**config.mk**
```make
export PLATFORM = sky130hd
export DESIGN_NAME = ewma_event_rate_estimator_top_flat
export DESIGN_NICKNAME = d
export VERILOG_FILES = /design/src/sv/ewrt_pkg.sv /design/src/sv/ewrt_in_if.sv /design/src/sv/ewrt_out_if.sv /design/src/sv/ewma_event_rate_estimator_top.sv /design/src/sv/ewrt_div.sv /design/src/sv/ewrt_blend.sv /design/src/flat_wrapper.sv
export SDC_FILE = /design/constraint.sdc
export NUM_CORES = 2
export LEC_CHECK = 0
export ABC_AREA = 0
export BUFFER_PORTS_ARGS = -buffer_cell sky130_fd_sc_hd__buf_2
export CAP_MARGIN = 40
export CORE_UTILIZATION = 25
export DETAILED_ROUTE_END_ITERATION = 8
export GPL_TIMING_DRIVEN = 0
export PLACE_DENSITY = 0.4
export SLEW_MARGIN = 5
export SYNTH_ARGS = -nofsm -noshare
export SYNTH_HDL_FRONTEND = slang
export SYNTH_SLANG_ARGS = --single-unit
```
**constraint.sdc**
```tcl
create_clock -name i_clk -period 5.6 [get_ports i_clk]
set_input_delay 0.28 -clock i_clk [delete_from_list [all_inputs] [get_ports i_clk]]
set_output_delay 0.28 -clock i_clk [all_outputs]
set_load 0.005 [all_outputs]
```
**src/sv/ewrt_pkg.sv**
```systemverilog
// ----------------------------------------------------------------------------
// ewrt_pkg
// Constants, types and helper functions of the EWMA event rate estimator.
// ----------------------------------------------------------------------------
package ewrt_pkg;

    localparam int FRAC_BITS   = 16;
    localparam int TIME_W      = 64;
    localparam int RATE_W      = 46;
    localparam int CFG_ALPHA_W = 17;
    localparam int CFG_DATA_W  = 64;
    localparam int CFG_IDX_W   = 1;
    localparam int ALPHA_W     = FRAC_BITS + 1;

    localparam logic [63:0] NS_PER_S = 64'd1000000000;

    // Dividend of the instantaneous rate: one second in ns, scaled to fixed point.
    localparam int DVD_W = $clog2(NS_PER_S) + FRAC_BITS;
    localparam logic [DVD_W-1:0] DIVIDEND = DVD_W'(NS_PER_S << FRAC_BITS);

    localparam int MAX_IN_W = (DVD_W > RATE_W) ? DVD_W : RATE_W;
    localparam int SUM_W    = FRAC_BITS + MAX_IN_W + 1;

    localparam int DIV_CNT_W = $clog2(DVD_W);
    localparam int MUL_CNT_W = $clog2(ALPHA_W);

    localparam logic [RATE_W-1:0] RATE_MAX = '1;
    // Largest rate the block can ever report.
    localparam logic [RATE_W-1:0] RATE_CAP =
        (DVD_W > RATE_W) ? RATE_MAX : RATE_W'(DIVIDEND);

    localparam logic [ALPHA_W-1:0] ONE = ALPHA_W'(32'd1 << FRAC_BITS);

    localparam logic [CFG_ALPHA_W-1:0] DEFAULT_ALPHA = 17'd8192;
    localparam logic [CFG_ALPHA_W-1:0] ALPHA_RST     = 17'd8192;
    localparam logic [TIME_W-1:0]      STALE_RST     = 64'd1000000000;

    typedef enum logic [CFG_IDX_W-1:0] {
        CFG_ALPHA = 1'b0,
        CFG_STALE = 1'b1
    } t_cfg_idx;

    localparam logic KIND_EVENT = 1'b0;

    // Zero selects the default weight; anything above one is clamped.
    function automatic logic [ALPHA_W-1:0] eff_alpha(input logic [CFG_ALPHA_W-1:0] a);
        logic [31:0] v;
        v = (a == '0) ? 32'(DEFAULT_ALPHA) : 32'(a);
        if (v > 32'(ONE)) begin
            v = 32'(ONE);
        end
        return ALPHA_W'(v);
    endfunction

endpackage

```
**src/sv/ewrt_in_if.sv**
```systemverilog
// ----------------------------------------------------------------------------
// ewrt_in_if
// Input channel: event or query with its timestamp.
// ----------------------------------------------------------------------------
interface ewrt_in_if;
    logic                        valid;
    logic                        ready;
    logic                        kind;
    logic [ewrt_pkg::TIME_W-1:0] time_ns;

    modport source (output valid, output kind, output time_ns, input ready);
    modport sink   (input valid, input kind, input time_ns, output ready);
endinterface

```
**src/sv/ewrt_out_if.sv**
```systemverilog
// ----------------------------------------------------------------------------
// ewrt_out_if
// Output channel: reported rate in fixed point.
// ----------------------------------------------------------------------------
interface ewrt_out_if;
    logic                        valid;
    logic                        ready;
    logic [ewrt_pkg::RATE_W-1:0] rate_q16;

    modport source (output valid, output rate_q16, input ready);
    modport sink   (input valid, input rate_q16, output ready);
endinterface

```
**src/sv/ewma_event_rate_estimator_top.sv**
```systemverilog
// A query passes through the gap, age and check states before its result is registered.
// An event after the first also passes through the 46-step bit-serial divider and the
// 17-step bit-serial blend; the next item is taken only once the event is through.
// The result register lets a new item in while an earlier result is not yet taken.
// Synchronous reset clears the state, restores both registers and forgets all events.
// ----------------------------------------------------------------------------
// ewma_event_rate_estimator_top
// Smoothed event rate in fixed point from timestamped events and queries.
// ----------------------------------------------------------------------------
module ewma_event_rate_estimator_top (
    input  logic                              i_clk,
    input  logic                              i_rst_n,
    ewrt_in_if.sink                           i_in,
    ewrt_out_if.source                        o_out,
    input  logic                              i_cfg_we,
    input  logic [ewrt_pkg::CFG_IDX_W-1:0]    i_cfg_idx,
    input  logic [ewrt_pkg::CFG_DATA_W-1:0]   i_cfg_data
);

    typedef enum logic [5:0] {
        S_IDLE = 6'b000001,
        S_GAP  = 6'b000010,
        S_DIV  = 6'b000100,
        S_MUL  = 6'b001000,
        S_AGE  = 6'b010000,
        S_CHK  = 6'b100000
    } t_state;

    t_state                                r_state, n_state;
    logic [ewrt_pkg::CFG_ALPHA_W-1:0]      r_alpha;
    logic [ewrt_pkg::TIME_W-1:0]           r_stale;
    logic [ewrt_pkg::TIME_W-1:0]           r_last, n_last;
    logic [ewrt_pkg::RATE_W-1:0]           r_rate, n_rate;
    logic [ewrt_pkg::TIME_W-1:0]           r_now;
    logic                                  r_kind;
    logic [ewrt_pkg::TIME_W-1:0]           r_age, n_age;
    logic                                  r_out_valid, n_out_valid;
    logic [ewrt_pkg::RATE_W-1:0]           r_out_rate, n_out_rate;

    logic                                  accept;
    logic                                  later;
    logic [ewrt_pkg::TIME_W-1:0]           diff;
    logic                                  div_start, div_done;
    logic [ewrt_pkg::TIME_W-1:0]           div_gap;
    logic [ewrt_pkg::DVD_W-1:0]            div_quot;
    logic                                  mul_start, mul_done;
    logic [ewrt_pkg::RATE_W-1:0]           mul_rate;
    logic                                  out_free;

    assign accept   = i_in.valid && i_in.ready;
    assign later    = r_now > r_last;
    assign diff     = r_now - r_last;
    assign div_gap  = later ? diff : ewrt_pkg::TIME_W'(1);
    assign out_free = !r_out_valid || o_out.ready;

    assign i_in.ready     = (r_state == S_IDLE);
    assign o_out.valid    = r_out_valid;
    assign o_out.rate_q16 = r_out_rate;

    always_comb begin
        n_state     = r_state;
        n_last      = r_last;
        n_rate      = r_rate;
        n_age       = r_age;
        n_out_valid = r_out_valid;
        n_out_rate  = r_out_rate;
        div_start   = 1'b0;
        mul_start   = 1'b0;

        if (r_out_valid && o_out.ready) begin
            n_out_valid = 1'b0;
        end

        unique case (r_state)
            S_IDLE: begin
                if (accept) begin
                    n_state = S_GAP;
                end
            end
            S_GAP: begin
                if (r_kind == ewrt_pkg::KIND_EVENT) begin
                    n_last = r_now;
                    // The first event only records its time.
                    if (r_last != '0) begin
                        div_start = 1'b1;
                        n_state   = S_DIV;
                    end else begin
                        n_state = S_AGE;
                    end
                end else begin
                    n_state = S_AGE;
                end
            end
            S_DIV: begin
                if (div_done) begin
                    mul_start = 1'b1;
                    n_state   = S_MUL;
                end
            end
            S_MUL: begin
                if (mul_done) begin
                    n_rate  = mul_rate;
                    n_state = S_AGE;
                end
            end
            S_AGE: begin
                n_age   = later ? diff : '0;
                n_state = S_CHK;
            end
            S_CHK: begin
                if (out_free) begin
                    n_out_valid = 1'b1;
                    n_out_rate  = ((r_last != '0) && (r_age < r_stale)) ? r_rate : '0;
                    n_state     = S_IDLE;
                end
            end
            default: begin
                n_state = S_IDLE;
            end
        endcase
    end

    always_ff @(posedge i_clk) begin
        if (!i_rst_n) begin
            r_state     <= S_IDLE;
            r_last      <= '0;
            r_rate      <= '0;
            r_out_valid <= 1'b0;
            r_alpha     <= ewrt_pkg::ALPHA_RST;
            r_stale     <= ewrt_pkg::STALE_RST;
        end else begin
            r_state     <= n_state;
            r_last      <= n_last;
            r_rate      <= n_rate;
            r_out_valid <= n_out_valid;
            if (i_cfg_we) begin
                unique case (ewrt_pkg::t_cfg_idx'(i_cfg_idx))
                    ewrt_pkg::CFG_ALPHA: r_alpha <= i_cfg_data[ewrt_pkg::CFG_ALPHA_W-1:0];
                    ewrt_pkg::CFG_STALE: r_stale <= i_cfg_data[ewrt_pkg::TIME_W-1:0];
                    default:             r_stale <= r_stale;
                endcase
            end
        end
    end

    always_ff @(posedge i_clk) begin
        if (accept) begin
            r_now  <= i_in.time_ns;
            r_kind <= i_in.kind;
        end
        r_age      <= n_age;
        r_out_rate <= n_out_rate;
    end

    ewrt_div u_div (
        .i_clk     (i_clk),
        .i_rst_n   (i_rst_n),
        .i_start   (div_start),
        .i_divisor (div_gap),
        .o_done    (div_done),
        .o_quot    (div_quot)
    );

    ewrt_blend u_blend (
        .i_clk   (i_clk),
        .i_rst_n (i_rst_n),
        .i_start (mul_start),
        .i_alpha (ewrt_pkg::eff_alpha(r_alpha)),
        .i_inst  (div_quot),
        .i_rate  (r_rate),
        .o_done  (mul_done),
        .o_rate  (mul_rate)
    );

endmodule

```
**src/sv/ewrt_div.sv**
```systemverilog
// ----------------------------------------------------------------------------
// ewrt_div
// Bit-serial restoring divider: constant dividend over a 64-bit gap,
// one quotient bit per cycle.
// ----------------------------------------------------------------------------
module ewrt_div (
    input  logic                         i_clk,
    input  logic                         i_rst_n,
    input  logic                         i_start,
    input  logic [ewrt_pkg::TIME_W-1:0]  i_divisor,
    output logic                         o_done,
    output logic [ewrt_pkg::DVD_W-1:0]   o_quot
);

    logic                              r_busy, n_busy;
    logic                              r_done, n_done;
    logic [ewrt_pkg::DIV_CNT_W-1:0]    r_cnt, n_cnt;
    logic [ewrt_pkg::TIME_W-1:0]       r_rem, n_rem;
    logic [ewrt_pkg::TIME_W-1:0]       r_dvs, n_dvs;
    // Holds the remaining dividend bits at the top and the quotient bits below.
    logic [ewrt_pkg::DVD_W-1:0]        r_q, n_q;
    logic [ewrt_pkg::TIME_W:0]         trial;
    logic                              fits;

    assign trial = {r_rem, r_q[ewrt_pkg::DVD_W-1]};
    assign fits  = trial >= {1'b0, r_dvs};

    always_comb begin
        n_busy = r_busy;
        n_done = 1'b0;
        n_cnt  = r_cnt;
        n_rem  = r_rem;
        n_dvs  = r_dvs;
        n_q    = r_q;
        if (i_start) begin
            n_busy = 1'b1;
            n_cnt  = ewrt_pkg::DIV_CNT_W'(ewrt_pkg::DVD_W - 1);
            n_rem  = '0;
            n_dvs  = i_divisor;
            n_q    = ewrt_pkg::DIVIDEND;
        end else if (r_busy) begin
            n_rem = fits ? ewrt_pkg::TIME_W'(trial - {1'b0, r_dvs})
                         : trial[ewrt_pkg::TIME_W-1:0];
            n_q   = {r_q[ewrt_pkg::DVD_W-2:0], fits};
            if (r_cnt == '0) begin
                n_busy = 1'b0;
                n_done = 1'b1;
            end else begin
                n_cnt = r_cnt - 1'b1;
            end
        end
    end

    always_ff @(posedge i_clk) begin
        if (!i_rst_n) begin
            r_busy <= 1'b0;
            r_done <= 1'b0;
            r_cnt  <= '0;
        end else begin
            r_busy <= n_busy;
            r_done <= n_done;
            r_cnt  <= n_cnt;
        end
    end

    always_ff @(posedge i_clk) begin
        r_rem <= n_rem;
        r_dvs <= n_dvs;
        r_q   <= n_q;
    end

    assign o_done = r_done;
    assign o_quot = r_q;

endmodule

```
**src/sv/ewrt_blend.sv**
```systemverilog
// ----------------------------------------------------------------------------
// ewrt_blend
// Bit-serial weighted blend of the new sample and the kept rate, one bit
// of the weight per cycle, with saturation of the result.
// ----------------------------------------------------------------------------
module ewrt_blend (
    input  logic                          i_clk,
    input  logic                          i_rst_n,
    input  logic                          i_start,
    input  logic [ewrt_pkg::ALPHA_W-1:0]  i_alpha,
    input  logic [ewrt_pkg::DVD_W-1:0]    i_inst,
    input  logic [ewrt_pkg::RATE_W-1:0]   i_rate,
    output logic                          o_done,
    output logic [ewrt_pkg::RATE_W-1:0]   o_rate
);

    localparam int HI_W = ewrt_pkg::SUM_W - ewrt_pkg::FRAC_BITS;

    logic                              r_busy, n_busy;
    logic                              r_done, n_done;
    logic [ewrt_pkg::MUL_CNT_W-1:0]    r_cnt, n_cnt;
    logic [ewrt_pkg::ALPHA_W-1:0]      r_a, n_a;
    logic [ewrt_pkg::ALPHA_W-1:0]      r_b, n_b;
    logic [ewrt_pkg::DVD_W-1:0]        r_inst, n_inst;
    logic [ewrt_pkg::RATE_W-1:0]       r_rate, n_rate;
    logic [ewrt_pkg::SUM_W-1:0]        r_acc, n_acc;
    logic [ewrt_pkg::SUM_W-1:0]        add_i, add_r;
    logic [HI_W-1:0]                   sum_hi;

    assign add_i = r_a[ewrt_pkg::ALPHA_W-1] ? ewrt_pkg::SUM_W'(r_inst) : '0;
    assign add_r = r_b[ewrt_pkg::ALPHA_W-1] ? ewrt_pkg::SUM_W'(r_rate) : '0;

    always_comb begin
        n_busy = r_busy;
        n_done = 1'b0;
        n_cnt  = r_cnt;
        n_a    = r_a;
        n_b    = r_b;
        n_inst = r_inst;
        n_rate = r_rate;
        n_acc  = r_acc;
        if (i_start) begin
            n_busy = 1'b1;
            n_cnt  = ewrt_pkg::MUL_CNT_W'(ewrt_pkg::ALPHA_W - 1);
            n_a    = i_alpha;
            n_b    = ewrt_pkg::ONE - i_alpha;
            n_inst = i_inst;
            n_rate = i_rate;
            n_acc  = '0;
        end else if (r_busy) begin
            // Weight bits are taken from the top, so the sum is doubled each step.
            n_acc = (r_acc << 1) + add_i + add_r;
            n_a   = r_a << 1;
            n_b   = r_b << 1;
            if (r_cnt == '0) begin
                n_busy = 1'b0;
                n_done = 1'b1;
            end else begin
                n_cnt = r_cnt - 1'b1;
            end
        end
    end

    always_ff @(posedge i_clk) begin
        if (!i_rst_n) begin
            r_busy <= 1'b0;
            r_done <= 1'b0;
            r_cnt  <= '0;
        end else begin
            r_busy <= n_busy;
            r_done <= n_done;
            r_cnt  <= n_cnt;
        end
    end

    always_ff @(posedge i_clk) begin
        r_a    <= n_a;
        r_b    <= n_b;
        r_inst <= n_inst;
        r_rate <= n_rate;
        r_acc  <= n_acc;
    end

    assign sum_hi = r_acc[ewrt_pkg::SUM_W-1:ewrt_pkg::FRAC_BITS];
    assign o_done = r_done;
    assign o_rate = (|(sum_hi >> ewrt_pkg::RATE_W)) ? ewrt_pkg::RATE_MAX
                                                    : sum_hi[ewrt_pkg::RATE_W-1:0];

endmodule

```
**src/flat_wrapper.sv**
```systemverilog
// flat-port wrapper written by rule: the top's interface ports become plain ports
module ewma_event_rate_estimator_top_flat 
  (i_clk, i_rst_n, i_cfg_we, i_cfg_idx, i_cfg_data, i_in_valid, i_in_kind, i_in_time_ns, i_in_ready, o_out_valid, o_out_rate_q16, o_out_ready);
  ewrt_in_if i_in_i ();
  ewrt_out_if o_out_i ();
  input  logic i_clk;
  input  logic i_rst_n;
  input  logic i_cfg_we;
  input  logic [ewrt_pkg::CFG_IDX_W-1:0] i_cfg_idx;
  input  logic [ewrt_pkg::CFG_DATA_W-1:0] i_cfg_data;
  input wire logic [$bits(i_in_i.valid)-1:0] i_in_valid;
  input wire logic [$bits(i_in_i.kind)-1:0] i_in_kind;
  input wire logic [$bits(i_in_i.time_ns)-1:0] i_in_time_ns;
  output wire logic [$bits(i_in_i.ready)-1:0] i_in_ready;
  output wire logic [$bits(o_out_i.valid)-1:0] o_out_valid;
  output wire logic [$bits(o_out_i.rate_q16)-1:0] o_out_rate_q16;
  input wire logic [$bits(o_out_i.ready)-1:0] o_out_ready;
  assign i_in_i.valid = i_in_valid;
  assign i_in_i.kind = i_in_kind;
  assign i_in_i.time_ns = i_in_time_ns;
  assign i_in_ready = i_in_i.ready;
  assign o_out_valid = o_out_i.valid;
  assign o_out_rate_q16 = o_out_i.rate_q16;
  assign o_out_i.ready = o_out_ready;
  ewma_event_rate_estimator_top u_core (.i_clk(i_clk), .i_rst_n(i_rst_n), .i_in(i_in_i), .o_out(o_out_i), .i_cfg_we(i_cfg_we), .i_cfg_idx(i_cfg_idx), .i_cfg_data(i_cfg_data));
endmodule
```
Yosys cells after proc, flatten, opt, wreduce, memory -nomap -nowiden
Index checks and enable logic that the tools add are counted.
{"block": "op_classes", "add_sub_neg": 7, "magnitude_cmp": 4, "n_eq_ne": 12, "mux": 39, "bitwise": 7, "n_reduce_logical": 25}
{"cell": "$mux 46", "n": 3}
{"cell": "$sub 64x64->64", "n": 2}
{"cell": "$mux 17", "n": 6}
{"cell": "$ge 65x64->1", "n": 1}
{"cell": "$gt 64x64->1", "n": 1}
{"cell": "$lt 64x64->1", "n": 1}
{"cell": "$mux 64", "n": 1}
{"cell": "$reduce_bool 64->1", "n": 1}
{"cell": "$add 63x46->63", "n": 1}
{"cell": "$add 63x63->63", "n": 1}
{"cell": "$mux 6", "n": 7}
{"cell": "$pmux 6 s6", "n": 1}
{"cell": "$gt 32x17->1 const B", "n": 1}
{"cell": "$mux 5", "n": 5}
{"cell": "$reduce_and 2->1", "n": 9}
{"cell": "$logic_not 17->1", "n": 1}
{"cell": "$sub 17x17->17 const A", "n": 1}
{"cell": "$mux 1", "n": 16}
{"cell": "$not 1->1", "n": 7}
{"cell": "$eq 6x1->1 const B", "n": 1}
{"cell": "$eq 6x2->1 const B", "n": 1}
{"cell": "$eq 6x3->1 const B", "n": 1}
{"cell": "$eq 6x4->1 const B", "n": 1}
{"cell": "$eq 6x5->1 const B", "n": 1}
{"cell": "other kinds (14)", "n": 23}
{"block": "word_totals", "regBits": 751, "input_bits": 135, "out_inout_bits": 48, "elab_cells": 120}

Depth between registers and ports, before layout
{"block": "depth", "depth_word": 6, "mapped_depth": 17, "ltp_nobuf": 16}

Cells and area by module
Synthesis repeated with hierarchy kept, for this count alone.
{"block": "hier_totals", "hier_cells": 4529, "area_unflattened_um2": 42749.8}
{"mod": "ewma_event_rate_estimator_top", "n_inst": 1, "cells_per_inst": 2208, "area_each_um2": 20089.3}
{"mod": "ewrt_blend", "n_inst": 1, "cells_per_inst": 1070, "area_each_um2": 11586.1}
{"mod": "ewrt_div", "n_inst": 1, "cells_per_inst": 1251, "area_each_um2": 11074.4}

Worst setup path after synthesis
Ideal clock, no wire load.
{"block": "synth_path", "path_kind": "register -> register", "start": "register u_core.r_state[2]", "end": "register u_core.r_state[5]", "arrival_ns": 5.866, "required_ns": 5.520, "setup_slack_ns": -0.346, "stages_incl_launch_ff": 5, "path_buffers": 0, "period_less_slack_ns": 5.946, "path_cell_list": "dfxtp_1 -> nor2_1 -> nand2_1 -> nor3b_1 -> o211a_1"}
{"block": "synth_via", "elab_chain_len": 4, "word_cells_on_any_way": 13, "cone_classes": "10 x eq/ne; 1 x mux; 2 x reduce/logical"}
{"item": "start: declaration", "line": "ewma_event_rate_estimator_top.sv:29", "text": "t_state r_state, n_state;"}
{"item": "start signal: assignment", "line": "ewma_event_rate_estimator_top.sv:132", "text": "r_state <= n_state;"}
{"item": "$eq 6x1->1", "line": "ewma_event_rate_estimator_top.sv:56, ewma_event_rate_estimator_top.sv:74"}
{"item": "$logic_and 1x1->1", "line": "ewma_event_rate_estimator_top.sv:50", "text": "assign accept = i_in.valid && i_in.ready;"}
{"item": "$ne 2x2->1 (no source line)"}
{"item": "$reduce_and 4->1 (no source line)"}
Parallel ways exist; a longest one is shown, timed or not.
A chain may end at the register's enable or synchronous reset.

Final worst setup path
{"block": "layout_path", "start": "register u_core.u_blend.r_b[16] in the netlist's numbering", "end": "register u_core.u_blend.r_acc[43] in the netlist's numbering"}
{"block": "layout_via", "elab_chain_len": 2}
{"item": "start: declaration", "line": "ewrt_blend.sv:23", "text": "logic [ewrt_pkg::ALPHA_W-1:0] r_b, n_b;"}
{"item": "start signal: assignment", "line": "ewrt_blend.sv:78", "text": "r_b <= n_b;"}
{"item": "$mux 46", "line": "ewrt_blend.sv:31", "text": "assign add_r = r_b[ewrt_pkg::ALPHA_W-1] ? ewrt_pkg::SUM_W'(r_rate) : '0;"}
{"item": "$add 63x46->63", "line": "ewrt_blend.sv:52", "text": "n_acc = (r_acc << 1) + add_i + add_r;"}
{"item": "end signal: assignment", "line": "ewrt_blend.sv:81", "text": "r_acc <= n_acc;"}
{"item": "end: declaration", "line": "ewrt_blend.sv:26", "text": "logic [ewrt_pkg::SUM_W-1:0] r_acc, n_acc;"}
No other way between the ends.

==> impl_metrics.tcl <==
set metrics [dict create \
    reg2reg_slack_ns 0.29 \
    yosysSeqAreaShare 0.450 \
    synth_edf_count 364 \
    drt-vias-per-instance 4.65 \
    n_antenna_cell 0 \
    firstDrtPassIters 7 \
    synth-main-ff-cell "dfxtp_1" \
    clk_latency_ns 0.72 \
    fin_worst_skew_ns 0.0534 \
    r2r_cells 17 \
    holdWs_ns 0.155 \
    synth-seq-cells 750 \
    clockRootBuffer "clkbuf_16" \
    post_cts_buffers 0 \
    whs_endpoint "u_core.o_out.valid" \
    critPathMaxStageDelay_ns 0.88 \
    max_freq_mhz 188 \
    antenna_found_initial 4 \
    hp-start "o_out_ready" \
    synth_simple_gate_area_share 0.171 \
    drt_iter0_markers 1945 \
    die_y_um 409 \
    synth_cell_types 101 \
    cts_buffer_depth 3 \
    synth_fp_nets 4822 \
    cts_max_level 3 \
    p_per_area_mw_per_mm2 376 \
    core_region_area_mm2 0.165 \
    antenna_left 0 \
    area_growth_pct 21.0 \
    worstMarginPinSlew_ns 0.882 \
    hold_viol 0 \
    wl_per_cell_um 19.8 \
    grt_pass1_vias 33300 \
    final-setup-viol-count 0 \
    clock_sinks 750 \
    violations "design-rule violations" \
    fillCellCount 17600 \
    peakVddDrop_uv 251 \
    period_share 0.949 \
    cp_cell_sequence "clkbuf_1, nand2_1, fa_1, inv_1, ha_1, inv_1, fa_1, and2b_1, o2111ai_1, a2111oi_2, nor2_1, o21a_1, o211a_1, nor2_2, a41oi_1, and3_1, o31ai_1" \
    r2r-start "u_core.u_blend.r_b[16]" \
    synth_xor_area_frac 0.0386 \
    synth.most_common_cell "nand2_1" \
    globalplace.congestion 0.875 \
    drive_gt1_frac 0.0926 \
    dpl.hpwl_um 111000 \
    synth_fa_ha_area_frac 0.0965 \
    tritoncts "done" \
    slowest_stage "edfxtp_1" \
    clk_pin_slew_worst_paths_ns 0.06 \
    die_area_mm2 0.168 \
    maxCapViolations 0 \
    slew_violations 0 \
    cts_buffers 93 \
    grt_pass1_wl_um 212000 \
    synth_top_family_by_area "compound AO/OA/AOI/OAI gates" \
    p_leak_nw 19.5 \
    synth.area.mux_share 0.0235 \
    synth_top_area_cell "edfxtp_1" \
    synth_compound_area_frac 0.176 \
    post_cts_resized 0 \
    critical_path.endpoint_type "register" \
    globalRouteOverflowTotal 0 \
    period_minus_slack_ns 5.31 \
    setup.worst_path.class "register to register" \
    synth.avg_cell_area_um2 9.44 \
    hold_buffers 130 \
    multi_input_area_mm2 0.0210 \
    yosysWarnings 0 \
    postLayoutCoreUtil 0.305 \
    ios 183 \
    die_x_um 409 \
    rr_endpoint "u_core.u_blend.r_acc[43]" \
    min_path_cells 3 \
    hold_class "input pin to register" \
    ys_top_cells_by_area "edfxtp_1 (26%), dfxtp_1 (19%), ha_1 (7.3%)" \
    start_util 0.252 \
    register_area_mm2 0.0187 \
    final_nets 5268 \
    drc 2 \
    portBuffers 181 \
    max_slew_margin 0.412 \
    cp.arrival_ns 5.91 \
    netlist_instances 4396 \
    synth-async-reset-ratio 0 \
    cp-start-kind "register" \
    routed-via-count 33100 \
    grt.total_usage 0.166 \
    crit_required_ns 6.20 \
    grt_max_degree 65 \
    syn_area_mm2 0.0415 \
    rsz0062_at_grt "false" \
    placement_rows 149 \
    synthTopCellsByCount "nand2_1 (562), dfxtp_1 (386), edfxtp_1 (364)" \
    status "finished with violations" \
    synth_top_area_frac 0.263 \
    wl_um 141000 \
    worstPathMaxFanout 10 \
]
metal layers:
| layer | vias to the layer above | part of all wire | global-route usage |
|---|---|---|---|
| met1 | 15800 | 0.48 | 0.226 |
| met3 | 170 | 0.031 | 0.0188 |
| met5 | - | 0.00030 | 0 |
| met4 | 6 | 0.021 | 0.0408 |
| li1 | 16600 | - | - |
| met2 | 588 | 0.47 | 0.278 |
power breakdown:
group	leakage, nW	internal (W)	switching (W)
Combinational	11.4	0.00211	0.00369
Sequential	6.53	0.00636	0.000423
Clock	1.54	0.00366	0.00262
cell families (layout without fill, tap and decap cells):
logic type / Yosys count / count (layout)
AO/OA/AOI/OAI: 1101 / 1101
adder cells (fa/ha/maj): 291 / 291
buffers and inverters: 489 / 1016
AND/OR/NAND/NOR: 1485 / 1485
XOR/XNOR: 183 / 183
multiplexers: 97 / 97
flip-flops: 750 / 750
how the worst max path moves through the flow:
stage                                     end              startpoint
finish               u_core.u_blend.r_acc[43]  u_core.u_blend.r_b[16]
global route         u_core.u_blend.r_acc[43]  u_core.u_blend.r_b[16]
CTS                  u_core.u_blend.r_acc[43]  u_core.u_blend.r_b[16]
detailed placement   u_core.u_blend.r_acc[43]  u_core.u_blend.r_b[16]
global placement    u_core.u_blend.r_rate[24]       u_core.r_state[5]
floorplan            u_core.u_blend.r_inst[0]       u_core.r_state[5]
critical path: cells and delay by family (launching register included):
family / cells / cell delay [ns]
adders and majority gates: 3 / 1.04
DFF: 1 / 0.88
buffers and inverters: 3 / 0.53
and+or+nand+nor: 5 / 1.05
AOI/OAI and AO/OA: 6 / 1.69
sequential cells by signal, summed over array words and instances, names as in the netlist, 17 cells and up:
register,flops
u_core.o_out.rate_q16,46
u_core.u_blend.r_a,17
u_core.u_blend.r_acc,63
u_core.u_div.r_rem,64
u_core.r_stale,64
u_core.r_now,64
u_core.u_blend.r_inst,46
u_core.u_blend.r_rate,46
u_core.r_age,64
u_core.u_div.r_dvs,64
u_core.r_alpha,17
u_core.r_rate,46
u_core.r_last,64
u_core.u_div.o_quot,46
metrics by stage:
stage,cells,cell area (um^2),total power [W],setup TNS (ns),setup slack (ns)
detailed placement,6806,45700,0.0126,0,0.347
global placement,6766,45100,0.0126,-174.62,-1.53
floorplan,4396,41500,0.0107,0,1.17
global route,7112,50200,0.0200,0,0.0657
CTS,7112,50200,0.0191,0,0.329
finish,7112,50200,0.0189,0,0.288
layout make-up:
cell class / count / share of cell area
Multi-Input combinational cell: 3157 / 0.418
Sequential cell: 750 / 0.372
Clock inverter: 60 / 0.0121
Inverter: 265 / 0.0198
Clock buffer: 116 / 0.0507
Buffer: 224 / 0.0181
Tap cell: 2189 / 0.0546
Timing Repair Buffer: 351 / 0.0555
cells in the final DEF, fill, tap and decap left out, drive strengths merged, types with 46 or more instances in the layout:
master       Yosys  final
clkbuf         182    298
xor2            83     83
a21boi         149    149
nor2           360    360
dfxtp          386    386
nand4           69     69
dlygate4sd3      0    130
ha             243    243
a21oi          298    298
xnor2          100    100
and2            99     99
buf             42    263
a21o           110    110
inv            264    268
nand4b          48     48
mux2i           94     94
o21ai          225    225
edfxtp         364    364
nand3           68     68
o311a           46     46
nand2          563    563
fa              48     48
nor3            50     50
nand2b          75     75
Note: power is estimated with default switching activity, not from simulation.
